--- config.mk ---
export PLATFORM = sky130hd
export DESIGN_NAME = binary_to_roman_numeral_top
export DESIGN_NICKNAME = d
export VERILOG_FILES = /design/src/rbn_pkg.sv /design/src/binary_to_roman_numeral_top.sv /design/src/rbn_front.sv /design/src/rbn_queue.sv /design/src/rbn_back.sv
export SDC_FILE = /design/constraint.sdc
export NUM_CORES = 1
export LEC_CHECK = 0
export ABC_AREA = 1
export BUFFER_PORTS_ARGS = -buffer_cell sky130_fd_sc_hd__buf_2
export CORE_MARGIN = 2
export CORE_UTILIZATION = 60
export CTS_CLUSTER_DIAMETER = 50
export DETAILED_ROUTE_END_ITERATION = 8
export GPL_TIMING_DRIVEN = 0
export PLACE_DENSITY = 0.81
export SYNTH_ARGS = -nofsm -noshare
export SYNTH_HDL_FRONTEND = slang
export SYNTH_SLANG_ARGS = --single-unit
--- constraint.sdc ---
create_clock -name clock -period 10.8 [get_ports clock]
set_input_delay 1.08 -clock clock [delete_from_list [all_inputs] [get_ports clock]]
set_output_delay 1.08 -clock clock [all_outputs]
set_load 0.005 [all_outputs]
--- src/rbn_pkg.sv ---
// ----------------------------------------------------------------------------
// rbn_pkg
// shared types, constants and numeral tables for the roman numeral converter
// ----------------------------------------------------------------------------
`default_nettype none

package rbn_pkg;

   localparam int VALUE_W   = 13;
   localparam int SYMBOL_W  = 8;
   localparam int POS_W     = 4;
   localparam int DIGIT_W   = 4;
   localparam int REM_W     = 12;
   localparam int ROMAN_MAX = 3999;
   localparam int DIV_THOU  = 1000;
   localparam int DIV_HUND  = 100;
   localparam int DIV_TEN   = 10;

   localparam int QUEUE_DEPTH_DEF = 2;

   localparam logic [SYMBOL_W-1:0] ZERO_CHAR = 8'h4E;
   localparam logic [SYMBOL_W-1:0] ERR_CHAR  = 8'h00;

   // decimal levels, most significant first
   localparam logic [1:0] LVL_THOU = 2'd0;
   localparam logic [1:0] LVL_HUND = 2'd1;
   localparam logic [1:0] LVL_TEN  = 2'd2;
   localparam logic [1:0] LVL_ONE  = 2'd3;

   typedef logic [3:0][DIGIT_W-1:0] digits_type;

   typedef struct packed {
      logic       err;
      logic       zero;
      digits_type digits;
   } rbn_entry_type;

   typedef struct packed {
      logic       found;
      logic [1:0] lvl;
   } lvl_sel_type;

   typedef enum logic [1:0] {
      CODE_END,
      CODE_UNIT,
      CODE_FIVE,
      CODE_TEN
   } pat_code_type;

   // symbol by index: M D C L X V I
   function automatic logic [SYMBOL_W-1:0] roman_sym(input logic [2:0] idx);
      logic [SYMBOL_W-1:0] s;
      unique case (idx)
         3'd0:    s = 8'h4D;
         3'd1:    s = 8'h44;
         3'd2:    s = 8'h43;
         3'd3:    s = 8'h4C;
         3'd4:    s = 8'h58;
         3'd5:    s = 8'h56;
         3'd6:    s = 8'h49;
         default: s = ERR_CHAR;
      endcase
      return s;
   endfunction

   // symbol pattern of one decimal digit, first symbol in element 0
   function automatic pat_code_type pat_code(input logic [DIGIT_W-1:0] d,
                                             input logic [1:0] j);
      logic [3:0][1:0] p;
      unique case (d)
         4'd1:    p = {CODE_END,  CODE_END,  CODE_END,  CODE_UNIT};
         4'd2:    p = {CODE_END,  CODE_END,  CODE_UNIT, CODE_UNIT};
         4'd3:    p = {CODE_END,  CODE_UNIT, CODE_UNIT, CODE_UNIT};
         4'd4:    p = {CODE_END,  CODE_END,  CODE_FIVE, CODE_UNIT};
         4'd5:    p = {CODE_END,  CODE_END,  CODE_END,  CODE_FIVE};
         4'd6:    p = {CODE_END,  CODE_END,  CODE_UNIT, CODE_FIVE};
         4'd7:    p = {CODE_END,  CODE_UNIT, CODE_UNIT, CODE_FIVE};
         4'd8:    p = {CODE_UNIT, CODE_UNIT, CODE_UNIT, CODE_FIVE};
         4'd9:    p = {CODE_END,  CODE_END,  CODE_TEN,  CODE_UNIT};
         default: p = {CODE_END,  CODE_END,  CODE_END,  CODE_END};
      endcase
      return pat_code_type'(p[j]);
   endfunction

   // number of symbols written for one decimal digit
   function automatic logic [2:0] pat_len(input logic [DIGIT_W-1:0] d);
      logic [2:0] n;
      unique case (d)
         4'd1, 4'd5:             n = 3'd1;
         4'd2, 4'd4, 4'd6, 4'd9: n = 3'd2;
         4'd3, 4'd7:             n = 3'd3;
         4'd8:                   n = 3'd4;
         default:                n = 3'd0;
      endcase
      return n;
   endfunction

endpackage

`default_nettype wire

--- src/binary_to_roman_numeral_top.sv ---
// ----------------------------------------------------------------------------
// binary_to_roman_numeral_top
// converts a signed value to its roman numeral, one ascii character per
// response, with a digit-splitting front, a small queue and a character back
//
//   channel  direction  handshake              payload
//   req      in         req_valid / req_stall  req_value
//   rsp      out        rsp_valid / rsp_stall  rsp_symbol rsp_position
//                                              rsp_last rsp_out_of_range
//
// the front accepts a request, runs 3 digit steps for a value in range and
// none for zero or an error, then pushes the entry into the queue
// the back sends one character per cycle while not stalled, up to 15 for one
// request, with a gap between runs while it loads the next queue entry
// synchronous reset empties the queue and the response register; no sweep
// a stalled response holds, and the queue lets the front keep converting
// ----------------------------------------------------------------------------
`default_nettype none

module binary_to_roman_numeral_top import rbn_pkg::*; #(
   parameter int QUEUE_DEPTH = QUEUE_DEPTH_DEF
) (
   input  logic                      clock,
   input  logic                      reset,
   input  logic                      req_valid,
   output logic                      req_stall,
   input  logic signed [VALUE_W-1:0] req_value,
   output logic                      rsp_valid,
   input  logic                      rsp_stall,
   output logic [SYMBOL_W-1:0]       rsp_symbol,
   output logic [POS_W-1:0]          rsp_position,
   output logic                      rsp_last,
   output logic                      rsp_out_of_range
);

   localparam int ENTRY_W = $bits(rbn_entry_type);

   logic               push_valid;
   logic               push_full;
   rbn_entry_type      push_entry;
   logic               pop_req;
   logic               pop_empty;
   logic [ENTRY_W-1:0] pop_data;

   rbn_front u_front (
      .clock      (clock),
      .reset      (reset),
      .req_valid  (req_valid),
      .req_stall  (req_stall),
      .req_value  (req_value),
      .push_valid (push_valid),
      .push_full  (push_full),
      .push_entry (push_entry)
   );

   rbn_queue #(
      .DEPTH (QUEUE_DEPTH),
      .WIDTH (ENTRY_W)
   ) u_queue (
      .clock      (clock),
      .reset      (reset),
      .push_valid (push_valid),
      .push_full  (push_full),
      .push_data  (push_entry),
      .pop_req    (pop_req),
      .pop_empty  (pop_empty),
      .pop_data   (pop_data)
   );

   rbn_back u_back (
      .clock            (clock),
      .reset            (reset),
      .pop_req          (pop_req),
      .pop_empty        (pop_empty),
      .pop_entry        (rbn_entry_type'(pop_data)),
      .rsp_valid        (rsp_valid),
      .rsp_stall        (rsp_stall),
      .rsp_symbol       (rsp_symbol),
      .rsp_position     (rsp_position),
      .rsp_last         (rsp_last),
      .rsp_out_of_range (rsp_out_of_range)
   );

endmodule

`default_nettype wire

--- src/rbn_front.sv ---
// ----------------------------------------------------------------------------
// rbn_front
// takes a request, flags error or zero, and otherwise splits the value into
// decimal digits one level per cycle before handing it to the queue
// ----------------------------------------------------------------------------
`default_nettype none

module rbn_front import rbn_pkg::*; (
   input  logic                      clock,
   input  logic                      reset,
   input  logic                      req_valid,
   output logic                      req_stall,
   input  logic signed [VALUE_W-1:0] req_value,
   output logic                      push_valid,
   input  logic                      push_full,
   output rbn_entry_type             push_entry
);

   typedef enum logic [1:0] {
      F_IDLE,
      F_CONV,
      F_PUSH
   } front_state_type;

   front_state_type      state_ff;
   logic                 err_ff;
   logic                 zero_ff;
   logic [REM_W-1:0]     rem_ff;
   logic [1:0]           lvl_ff;
   digits_type           digits_ff;

   logic                 req_err;
   logic                 req_zero;
   logic [13:0]          thr [1:9];
   logic [DIGIT_W-1:0]   digit;
   logic [REM_W-1:0]     sub;
   logic [REM_W-1:0]     rem_in;

   assign req_err  = req_value[VALUE_W-1] ||
                     (req_value[REM_W-1:0] > REM_W'(ROMAN_MAX));
   assign req_zero = (req_value == '0);

   // digit thresholds of the current level
   always_comb begin
      for (int k = 1; k < 10; k++) begin
         unique case (lvl_ff)
            LVL_THOU: thr[k] = 14'(k * DIV_THOU);
            LVL_HUND: thr[k] = 14'(k * DIV_HUND);
            default:  thr[k] = 14'(k * DIV_TEN);
         endcase
      end
   end

   always_comb begin
      digit = '0;
      sub   = '0;
      for (int k = 1; k < 10; k++) begin
         if ({2'b00, rem_ff} >= thr[k]) begin
            digit = DIGIT_W'(k);
            sub   = thr[k][REM_W-1:0];
         end
      end
      rem_in = rem_ff - sub;
   end

   always_ff @(posedge clock) begin
      if (reset) begin
         state_ff <= F_IDLE;
      end else begin
         unique case (state_ff)
            F_IDLE: begin
               if (req_valid) begin
                  err_ff   <= req_err;
                  zero_ff  <= req_zero;
                  rem_ff   <= req_value[REM_W-1:0];
                  lvl_ff   <= LVL_THOU;
                  state_ff <= (req_err || req_zero) ? F_PUSH : F_CONV;
               end
            end
            F_CONV: begin
               digits_ff[lvl_ff] <= digit;
               rem_ff            <= rem_in;
               if (lvl_ff == LVL_TEN) begin
                  digits_ff[LVL_ONE] <= rem_in[DIGIT_W-1:0];
                  state_ff           <= F_PUSH;
               end else begin
                  lvl_ff <= lvl_ff + 2'd1;
               end
            end
            F_PUSH: begin
               if (!push_full) begin
                  state_ff <= F_IDLE;
               end
            end
            default: begin
               state_ff <= F_IDLE;
            end
         endcase
      end
   end

   assign req_stall         = (state_ff != F_IDLE);
   assign push_valid        = (state_ff == F_PUSH);
   assign push_entry.err    = err_ff;
   assign push_entry.zero   = zero_ff;
   assign push_entry.digits = digits_ff;

endmodule

`default_nettype wire

--- src/rbn_queue.sv ---
// ----------------------------------------------------------------------------
// rbn_queue
// small first-in first-out buffer between the front and back parts
// ----------------------------------------------------------------------------
`default_nettype none

module rbn_queue #(
   parameter int DEPTH = 2,
   parameter int WIDTH = 18
) (
   input  logic             clock,
   input  logic             reset,
   input  logic             push_valid,
   output logic             push_full,
   input  logic [WIDTH-1:0] push_data,
   input  logic             pop_req,
   output logic             pop_empty,
   output logic [WIDTH-1:0] pop_data
);

   localparam int PTR_W = (DEPTH > 1) ? $clog2(DEPTH) : 1;
   localparam int CNT_W = $clog2(DEPTH + 1);

   logic [WIDTH-1:0] slot_ff [DEPTH];
   logic [PTR_W-1:0] wr_ptr_ff;
   logic [PTR_W-1:0] rd_ptr_ff;
   logic [CNT_W-1:0] count_ff;
   logic             do_push;
   logic             do_pop;

   assign push_full = (count_ff == CNT_W'(DEPTH));
   assign pop_empty = (count_ff == '0);
   assign do_push   = push_valid && !push_full;
   assign do_pop    = pop_req && !pop_empty;
   assign pop_data  = slot_ff[rd_ptr_ff];

   always_ff @(posedge clock) begin
      if (do_push) begin
         slot_ff[wr_ptr_ff] <= push_data;
      end
   end

   always_ff @(posedge clock) begin
      if (reset) begin
         wr_ptr_ff <= '0;
         rd_ptr_ff <= '0;
         count_ff  <= '0;
      end else begin
         if (do_push) begin
            wr_ptr_ff <= (wr_ptr_ff == PTR_W'(DEPTH - 1)) ? '0 : wr_ptr_ff + 1'b1;
         end
         if (do_pop) begin
            rd_ptr_ff <= (rd_ptr_ff == PTR_W'(DEPTH - 1)) ? '0 : rd_ptr_ff + 1'b1;
         end
         if (do_push && !do_pop) begin
            count_ff <= count_ff + 1'b1;
         end else if (do_pop && !do_push) begin
            count_ff <= count_ff - 1'b1;
         end
      end
   end

endmodule

`default_nettype wire

--- src/rbn_back.sv ---
// ----------------------------------------------------------------------------
// rbn_back
// walks the decimal digits of one queued entry and emits one numeral
// character per cycle into the response register while it is not stalled
// ----------------------------------------------------------------------------
`default_nettype none

module rbn_back import rbn_pkg::*; (
   input  logic                clock,
   input  logic                reset,
   output logic                pop_req,
   input  logic                pop_empty,
   input  rbn_entry_type       pop_entry,
   output logic                rsp_valid,
   input  logic                rsp_stall,
   output logic [SYMBOL_W-1:0] rsp_symbol,
   output logic [POS_W-1:0]    rsp_position,
   output logic                rsp_last,
   output logic                rsp_out_of_range
);

   logic                busy_ff;
   rbn_entry_type       ent_ff;
   logic [1:0]          lvl_ff;
   logic [1:0]          step_ff;
   logic [POS_W-1:0]    pos_ff;
   logic                rsp_valid_ff;
   logic [SYMBOL_W-1:0] rsp_symbol_ff;
   logic [POS_W-1:0]    rsp_position_ff;
   logic                rsp_last_ff;
   logic                rsp_oor_ff;

   logic                out_free;
   logic                emit;
   logic [DIGIT_W-1:0]  cur_digit;
   pat_code_type        code;
   logic [2:0]          unit_idx;
   logic [2:0]          sym_idx;
   logic [SYMBOL_W-1:0] sym;
   logic                more;
   lvl_sel_type         start_sel;
   lvl_sel_type         lower_sel;

   // first nonzero digit at or below the given level
   function automatic lvl_sel_type find_nz(input digits_type dg, input logic [2:0] from);
      lvl_sel_type r;
      r.found = 1'b0;
      r.lvl   = LVL_THOU;
      for (int i = 3; i >= 0; i--) begin
         if (dg[i] != '0 && 3'(i) >= from) begin
            r.found = 1'b1;
            r.lvl   = 2'(i);
         end
      end
      return r;
   endfunction

   assign out_free  = !rsp_valid_ff || !rsp_stall;
   assign emit      = busy_ff && out_free;
   assign pop_req   = !busy_ff && !pop_empty;
   assign start_sel = find_nz(pop_entry.digits, 3'd0);
   assign lower_sel = find_nz(ent_ff.digits, {1'b0, lvl_ff} + 3'd1);
   assign cur_digit = ent_ff.digits[lvl_ff];
   assign code      = pat_code(cur_digit, step_ff);
   assign unit_idx  = {lvl_ff, 1'b0};
   assign more      = ({1'b0, step_ff} + 3'd1) < pat_len(cur_digit);
   assign sym       = roman_sym(sym_idx);

   always_comb begin
      unique case (code)
         CODE_FIVE: sym_idx = unit_idx - 3'd1;
         CODE_TEN:  sym_idx = unit_idx - 3'd2;
         default:   sym_idx = unit_idx;
      endcase
   end

   always_ff @(posedge clock) begin
      if (reset) begin
         busy_ff      <= 1'b0;
         rsp_valid_ff <= 1'b0;
      end else begin
         if (pop_req) begin
            busy_ff <= 1'b1;
            ent_ff  <= pop_entry;
            lvl_ff  <= start_sel.lvl;
            step_ff <= '0;
            pos_ff  <= '0;
         end
         if (emit) begin
            rsp_valid_ff    <= 1'b1;
            rsp_position_ff <= pos_ff;
            priority if (ent_ff.err) begin
               rsp_symbol_ff <= ERR_CHAR;
               rsp_last_ff   <= 1'b1;
               rsp_oor_ff    <= 1'b1;
               busy_ff       <= 1'b0;
            end else if (ent_ff.zero) begin
               rsp_symbol_ff <= ZERO_CHAR;
               rsp_last_ff   <= 1'b1;
               rsp_oor_ff    <= 1'b0;
               busy_ff       <= 1'b0;
            end else begin
               rsp_symbol_ff <= sym;
               rsp_last_ff   <= !more && !lower_sel.found;
               rsp_oor_ff    <= 1'b0;
               pos_ff        <= pos_ff + 1'b1;
               if (more) begin
                  step_ff <= step_ff + 2'd1;
               end else if (lower_sel.found) begin
                  lvl_ff  <= lower_sel.lvl;
                  step_ff <= '0;
               end else begin
                  busy_ff <= 1'b0;
               end
            end
         end else if (out_free) begin
            rsp_valid_ff <= 1'b0;
         end
      end
   end

   assign rsp_valid        = rsp_valid_ff;
   assign rsp_symbol       = rsp_symbol_ff;
   assign rsp_position     = rsp_position_ff;
   assign rsp_last         = rsp_last_ff;
   assign rsp_out_of_range = rsp_oor_ff;

endmodule

`default_nettype wire

# [After elaboration in Yosys (flattened, before gate mapping)]
# Memory sizes are Yosys's and may differ from the RTL's. A register that Yosys moved wholly into a read port is not among the register bits.
# Cells that the tools add are included.
# W data, S select, Z words.
[word_totals] regBits=80 ram_bits=36 mem_bits_ro=144 inputBits=17 output_inout_bits=16 n_memories=3
[memory_table] memory="(name not given)" depth=16 width=6 rd=1 rd_clocked_by_memory_dff=0 wr=0 line_no="rbn_pkg.sv:70" text="unique case (d)"
[memory_table] memory="(name not given)" depth=16 width=3 rd=1 rd_clocked_by_memory_dff=0 wr=0 line_no="rbn_pkg.sv:88" text="unique case (d)"
[memory_table] memory="u_queue.slot_ff" depth=2 width=18 rd=1 rd_clocked_by_memory_dff=1 wr=1 line_no="rbn_queue.sv:24" text="logic [WIDTH-1:0] slot_ff [DEPTH];"
[classes] addsub=12 magnitude_cmp=19 n_eq_ne=17 n_mux=89 bitwise_logic=1 n_reduce_logical=49
[op_table] cell="$pmux W13 S2" n=4
[op_table] cell="$mux W12" n=8
[op_table] cell="$pmux W12 S2" n=3
[op_table] cell="$mux W2" n=27
[op_table] cell="$ge A12 B13 Y1" n=4
[op_table] cell="$pmux W7 S7" n=1
[op_table] cell="$mux W4" n=9
[op_table] cell="$reduce_bool A4 Y1" n=8
[op_table] cell="$pmux W14 S2" n=1
[op_table] cell="$ge A12 B12 Y1" n=2
[op_table] cell="$mux W3" n=8
[op_table] cell="$pmux W11 S2" n=1
[op_table] cell="$pmux W10 S2" n=1
[op_table] cell="$bwmux W16" n=1
[op_table] cell="$mux W1" n=16
[op_table] cell="$ge A12 B14 Y1" n=1
[op_table] cell="$logic_not A13 Y1" n=1
[op_table] cell="$ge A12 B10 Y1" n=1
[op_table] cell="$ge A12 B11 Y1" n=1
[op_table] cell="$gt A12 B12 Y1 const B" n=1
[op_table] cell="$logic_and A1 B1 Y1" n=12
[op_table] cell="$sub A12 B12 Y12" n=1
[op_table] cell="$mux W11" n=1
[op_table] cell="$eq A2 B2 Y1 const B" n=5
[op_table] cell="other kinds (36)" n=69

# [Logic depth before layout (Yosys ltp)]
[depth] ltp_word=14 mapped_depth=36 mapped_depth_nobuf=35

# [Cells and area by module]
# A second synthesis with hierarchy kept.
[hier_totals] cells_unflattened=933 hier_area_um2=7927.6
[by_module_without_submodules] mod="rbn_front" instances=1 cells_per_inst=595 area_each_um2=4055.1 seq_area_each_um2=1001.0
[by_module_without_submodules] mod="rbn_back" instances=1 cells_per_inst=245 area_each_um2=2267.2 seq_area_each_um2=1181.1
[by_module_without_submodules] mod="rbn_queue" instances=1 cells_per_inst=93 area_each_um2=1605.3 seq_area_each_um2=1181.1

# [Worst setup path before layout]
# No wires, ideal clock.
[synth_path] kind="register to register" startpoint="register u_front.lvl_ff[0]" endpoint="register u_front.rem_ff[10], data pin" setup_ps=253 arrival_time_ps=4249 required_time_ps=10547 slack_ps=6298 stages_incl_launch_ff=34 n_path_buf=1 period_less_slack_ps=4502 cell_sequence="edfxtp_1 inv_1 ha_1 clkbuf_1 inv_1 ha_1 nand2_1 inv_1 nand4_1 nor3_1 nor2_4 nand2_2 nor2_1 nand2_1 nand2_1 nand2_1 nand2_1 nand2_1 nand2_1 nand2_1 nand2_1 ha_1 nand3b_1 nand2_1 nand2_1 nand2_1 a21oi_1 o21ai_0 nand2_1 nand2_1 a21oi_1 or2_2 nand3_1 nand2_1"
[synth_via] elab_chain_cells=14
[synth_lines] item="start: declaration" line_no="rbn_front.sv:29" text="logic [1:0] lvl_ff;"
[synth_lines] item="start signal: assignment" line_no="rbn_front.sv:87" text="lvl_ff <= lvl_ff + 2'd1;"
[synth_lines] item="$eq A2 B1 Y1 or $logic_not A2 Y1 (tied branches)" line_no="rbn_front.sv:46" text="unique case (lvl_ff)"
[synth_lines] item="$pmux W10 S2" line_no="rbn_front.sv:46"
[synth_lines] item="$ge A12 B10 Y1" line_no="rbn_front.sv:58" text="if ({2'b00, rem_ff} >= thr[k]) begin"
[synth_lines] item="$mux W10" line_no="rbn_front.sv:58"
[synth_lines] item="$mux W11" line_no="rbn_front.sv:58"
[synth_lines] item="$mux W12 (6 in series)" line_no="rbn_front.sv:58"
[synth_lines] item="$mux W12 *" line_no="rbn_front.sv:58"
[synth_lines] item="$sub A12 B12 Y12 *" line_no="rbn_front.sv:63" text="rem_in = rem_ff - sub;"
[synth_lines] item="$pmux W12 S2 *" line_no="rbn_front.sv:70" text="unique case (state_ff)"
[synth_lines] item="end signal: assignment" line_no="rbn_front.sv:75" text="rem_ff <= req_value[REM_W-1:0];"
[synth_lines] item="end signal: assignment" line_no="rbn_front.sv:82" text="rem_ff <= rem_in;"
[synth_lines] item="end: declaration" line_no="rbn_front.sv:28" text="logic [REM_W-1:0] rem_ff;"
# Mark *: on every way between the ends. The rest lies on a longest branch, timed or not.
# A chain may end at the register's enable or synchronous reset.

# [Worst setup path after layout]
# Ends and elaborated chain as after synthesis.

==> reports/metrics.csv <==
metric,value,unit
status,"finished, final reports clean",
total track usage,26.5,%
CTS sink cnt,115,
DR vias,6141,
overall power,1.85,mW
maxcap violations,0,
hold path startpoint,u_front.push_entry[3]$_DFFE_PP_,
Antenna Cells,0,
WS Path Type,reg -> reg,
CTS H-tree lvls,4,
Worst Hold Class,reg -> reg,
Sequential Power Share,34.1,%
root buffer cell,clkbuf_16,
share of cells above drive strength 1,13.3,%
maximum net fanout on the critical path,16,
Area Overhead vs Synth,12.8,%
internal power,1.14,mW
wl on met1,6780,um
"Primary FF master, synth",edfxtp_1,
met2 WL,8780,um
final number of setup-violating endpoints,0,
Clock transition at path regs,0.06,ns
top cell type by total area after synthesis,edfxtp_1,
Worst Path Buf+Inv,4,
TNS Setup,0,ns
Max VDD drop,0.0000858,V
cell count after placement,1086,
post_cts resized,0,
grt total ovfl,0,
cts bufs inserted,17,
post-layout min period,5.49,ns
Clock power frac,28.8,%
via-per-instance ratio,5.49,
Comb pwr share,37.1,%
DRT Pass-1 Iters,5,
Post-synth EDFFs,106,
cell area after synthesis,7460,um2
Sw Share,38.4,%
top-area cell type share of the netlist area,42.7,%
Remaining DRCs,0,
initial antenna violation count,0,
DRT iter0 DRCs,470,
syn avg cell area,8.42,um2
worst skew pair latency,0.42,ns
worst-margin pin slew,0.995,ns
Crit-path slowest cell,ha_1,
WL final,16800,um
Setup Skew,0.0116,ns
Critical Path Start,u_front.lvl_ff[0]$_SDFFCE_PN0P_,
CTS tree,yes,
crit-path max cell delay,0.48,ns
CTS Hold Buffers Added,0,
RD Place Congestion,0.965,
first-pass GRT wire length,27000,um
drt wl/cell,15.1,um
critical path's top delay family,simple AND/OR/NAND/NOR gates,
Crit Reg-Reg Startpoint,u_front.lvl_ff[0]$_SDFFCE_PN0P_,
core area,12100,um2
largest cells by area after synthesis,"edfxtp_1 (43%), nand2_1 (11%), ha_1 (8.7%), inv_1 (6.3%), nor2_1 (4.1%)",
"most used cell, CP",nand2_1,
fillers,959,
PortBufs,30,
Final Max Slew Viols,0,
cells after synthesis,886,
synth warn,0,
die height,115,um
register area share after synthesis,45.1,%
Routed met3 length,738,um
Psw,0.711,mW
Yosys reg bits,115,
PwrDens,220,nW/um2
period utilization,50.8,%
RSZ-0062 raised after global routing,no,
relative slew slack,33.3,%
Post-CTS Setup Bufs,0,
# rows,40,
Lkg Pwr,3.80,nW
Top Layer Used,met4,
nets,1007,
fmax,0.182,GHz
die width,115,um
CP Launch Type,flip-flop,
Synth async-reset ratio,0,%
vias in the first global route,5865,
CP required,10.97,ns
DP HPWL,12800,um
final hold violations,0,
DIE AREA,13300,um2
largest net degree at the start of global routing,19,
Worst EP arrival,5.66,ns
io pins,33,
post-synthesis cell type count,56,
Initial Util,61.8,%
clock buffer depth,2,
crit end category,flip-flop,
Finished Layout Cells,1118,
post-route ant nets,0,
==> logic make-up (layout without fill, tap and decap cells) <==
kind of cell | Yosys count | count (layout) | share of synthesized area (%)
AOI/OAI and AO/OA | 138 | 138 | 10.6
xor gates and xnor gates | 6 | 6 | 0.705
adders and majority gates | 53 | 53 | 8.99
buffers and inverters | 147 | 210 | 8.07
DFF | 115 | 115 | 45.1
muxes | 13 | 13 | 1.86
other | 1 | 2 | 0.0503
and+or+nand+nor | 413 | 413 | 24.7
==> power by group through the flow <==
stage               logic, mW  registers [mW]  clock network, mW
global placement        0.654           0.637                  0
floorplan               0.523           0.623                  0
detailed placement      0.672           0.640                  0
global route            0.774           0.639              0.564
CTS                     0.678           0.632              0.539
finish                  0.686           0.632              0.534
==> worst paths after layout <==
path	endpoint	slack, ns	cells past startpoint
max	u_front.rem_ff[10]$_DFFE_PP_	5.31	32
min reg2reg	u_queue.slot_ff[1][3]$_DFFE_PP_	0.45	0
min	u_queue.slot_ff[1][3]$_DFFE_PP_	0.45	0
max reg2reg	u_front.rem_ff[10]$_DFFE_PP_	5.31	32
==> cells in the final DEF (no fill, tap or decap), types with 4 or more instances in the layout <==
| cell | netlist | routed |
|---|---|---|
| nand2_2 | 11 | 11 |
| inv_2 | 8 | 8 |
| mux2i_1 | 6 | 6 |
| nor2_1 | 81 | 79 |
| buf_2 | 2 | 32 |
| inv_1 | 125 | 125 |
| nand3_2 | 5 | 5 |
| edfxtp_1 | 106 | 106 |
| mux2_2 | 7 | 7 |
| a21boi_1 | 4 | 4 |
| nor4_1 | 6 | 6 |
| a21oi_1 | 47 | 47 |
| ha_1 | 52 | 52 |
| inv_6 | 0 | 6 |
| clkbuf_16 | 0 | 17 |
| nor2_2 | 3 | 5 |
| dfxtp_1 | 9 | 9 |
| nand2_4 | 4 | 4 |
| nor3_1 | 12 | 11 |
| xor2_1 | 5 | 5 |
| buf_4 | 4 | 5 |
| buf_6 | 4 | 4 |
| nor2_4 | 4 | 4 |
| o22ai_1 | 4 | 4 |
| nand4_1 | 9 | 9 |
| nand2_1 | 219 | 219 |
| o21ai_0 | 50 | 50 |
| nand3_1 | 48 | 48 |
| o21ai_1 | 8 | 8 |
==> synthesized netlist by cell type (all sizes together) (4+ instances only) <==
master  instances
o21ai          60
buf            10
mux2i           6
nand4           9
nand3          53
mux2            7
nor2           89
nor4            6
nor3           13
a21boi          6
edfxtp        106
dfxtp           9
xor2            5
ha             52
inv           134
o22ai           4
a21oi          49
nand2         234
==> per-layer routing <==
layer  vias to the layer above  track usage, %
li1                       3071               -
met1                      2858            29.7
met2                       163            48.2
met3                        49            5.49
met4                         0            12.2
met5                         -               0
==> state kept, by name (all words and copies together) (netlist names), 2 cells and up, named ones only <==
signal,cells
u_back.ent_ff,18
u_back.lvl_ff,2
u_back.pos_ff,4
u_back.rsp_position,4
u_back.rsp_symbol,6
u_back.step_ff,2
u_front.lvl_ff,2
u_front.push_entry,16
u_front.rem_ff,12
u_front.state_ff,2
u_queue.count_ff,2
u_queue.slot_ff,36
==> stage by stage <==
step | instance area (um2) | utilization [%] | setup WS, ns | hold slack (ns)
floorplan | 7460 | - | 6.30 | 0.421
global placement | 7820 | 64.8 | 5.47 | 0.422
detailed placement | 7830 | 64.9 | 5.37 | 0.434
CTS | 8410 | 69.7 | 5.36 | 0.445
global route | 8410 | 69.7 | 4.89 | 0.461
finish | 8410 | 69.7 | 5.31 | 0.445
==> worst reg2reg max path: cells and delay by family, from the launching register on <==
family / cells / cell delay (ns)
AOI/OAI and AO/OA: 4 / 0.80
adders and majority gates: 3 / 1.14
buffers and inverters: 4 / 1.07
DFF: 1 / 0.44
and+or+nand+nor: 21 / 1.80
==> final cells by class <==
class	instances	area [um2]	share of cell area (%)
tap	168	210	2.50
multi-input combinational	625	3510	41.7
clock buffer	17	425	5.06
clock inverter	15	148	1.76
buffer	13	96.3	1.15
sequential	115	3360	40.0
timing repair buffer	31	158	1.87
inverter	134	505	6.01
No activity file was read; power rests on OpenSTA's default activity.
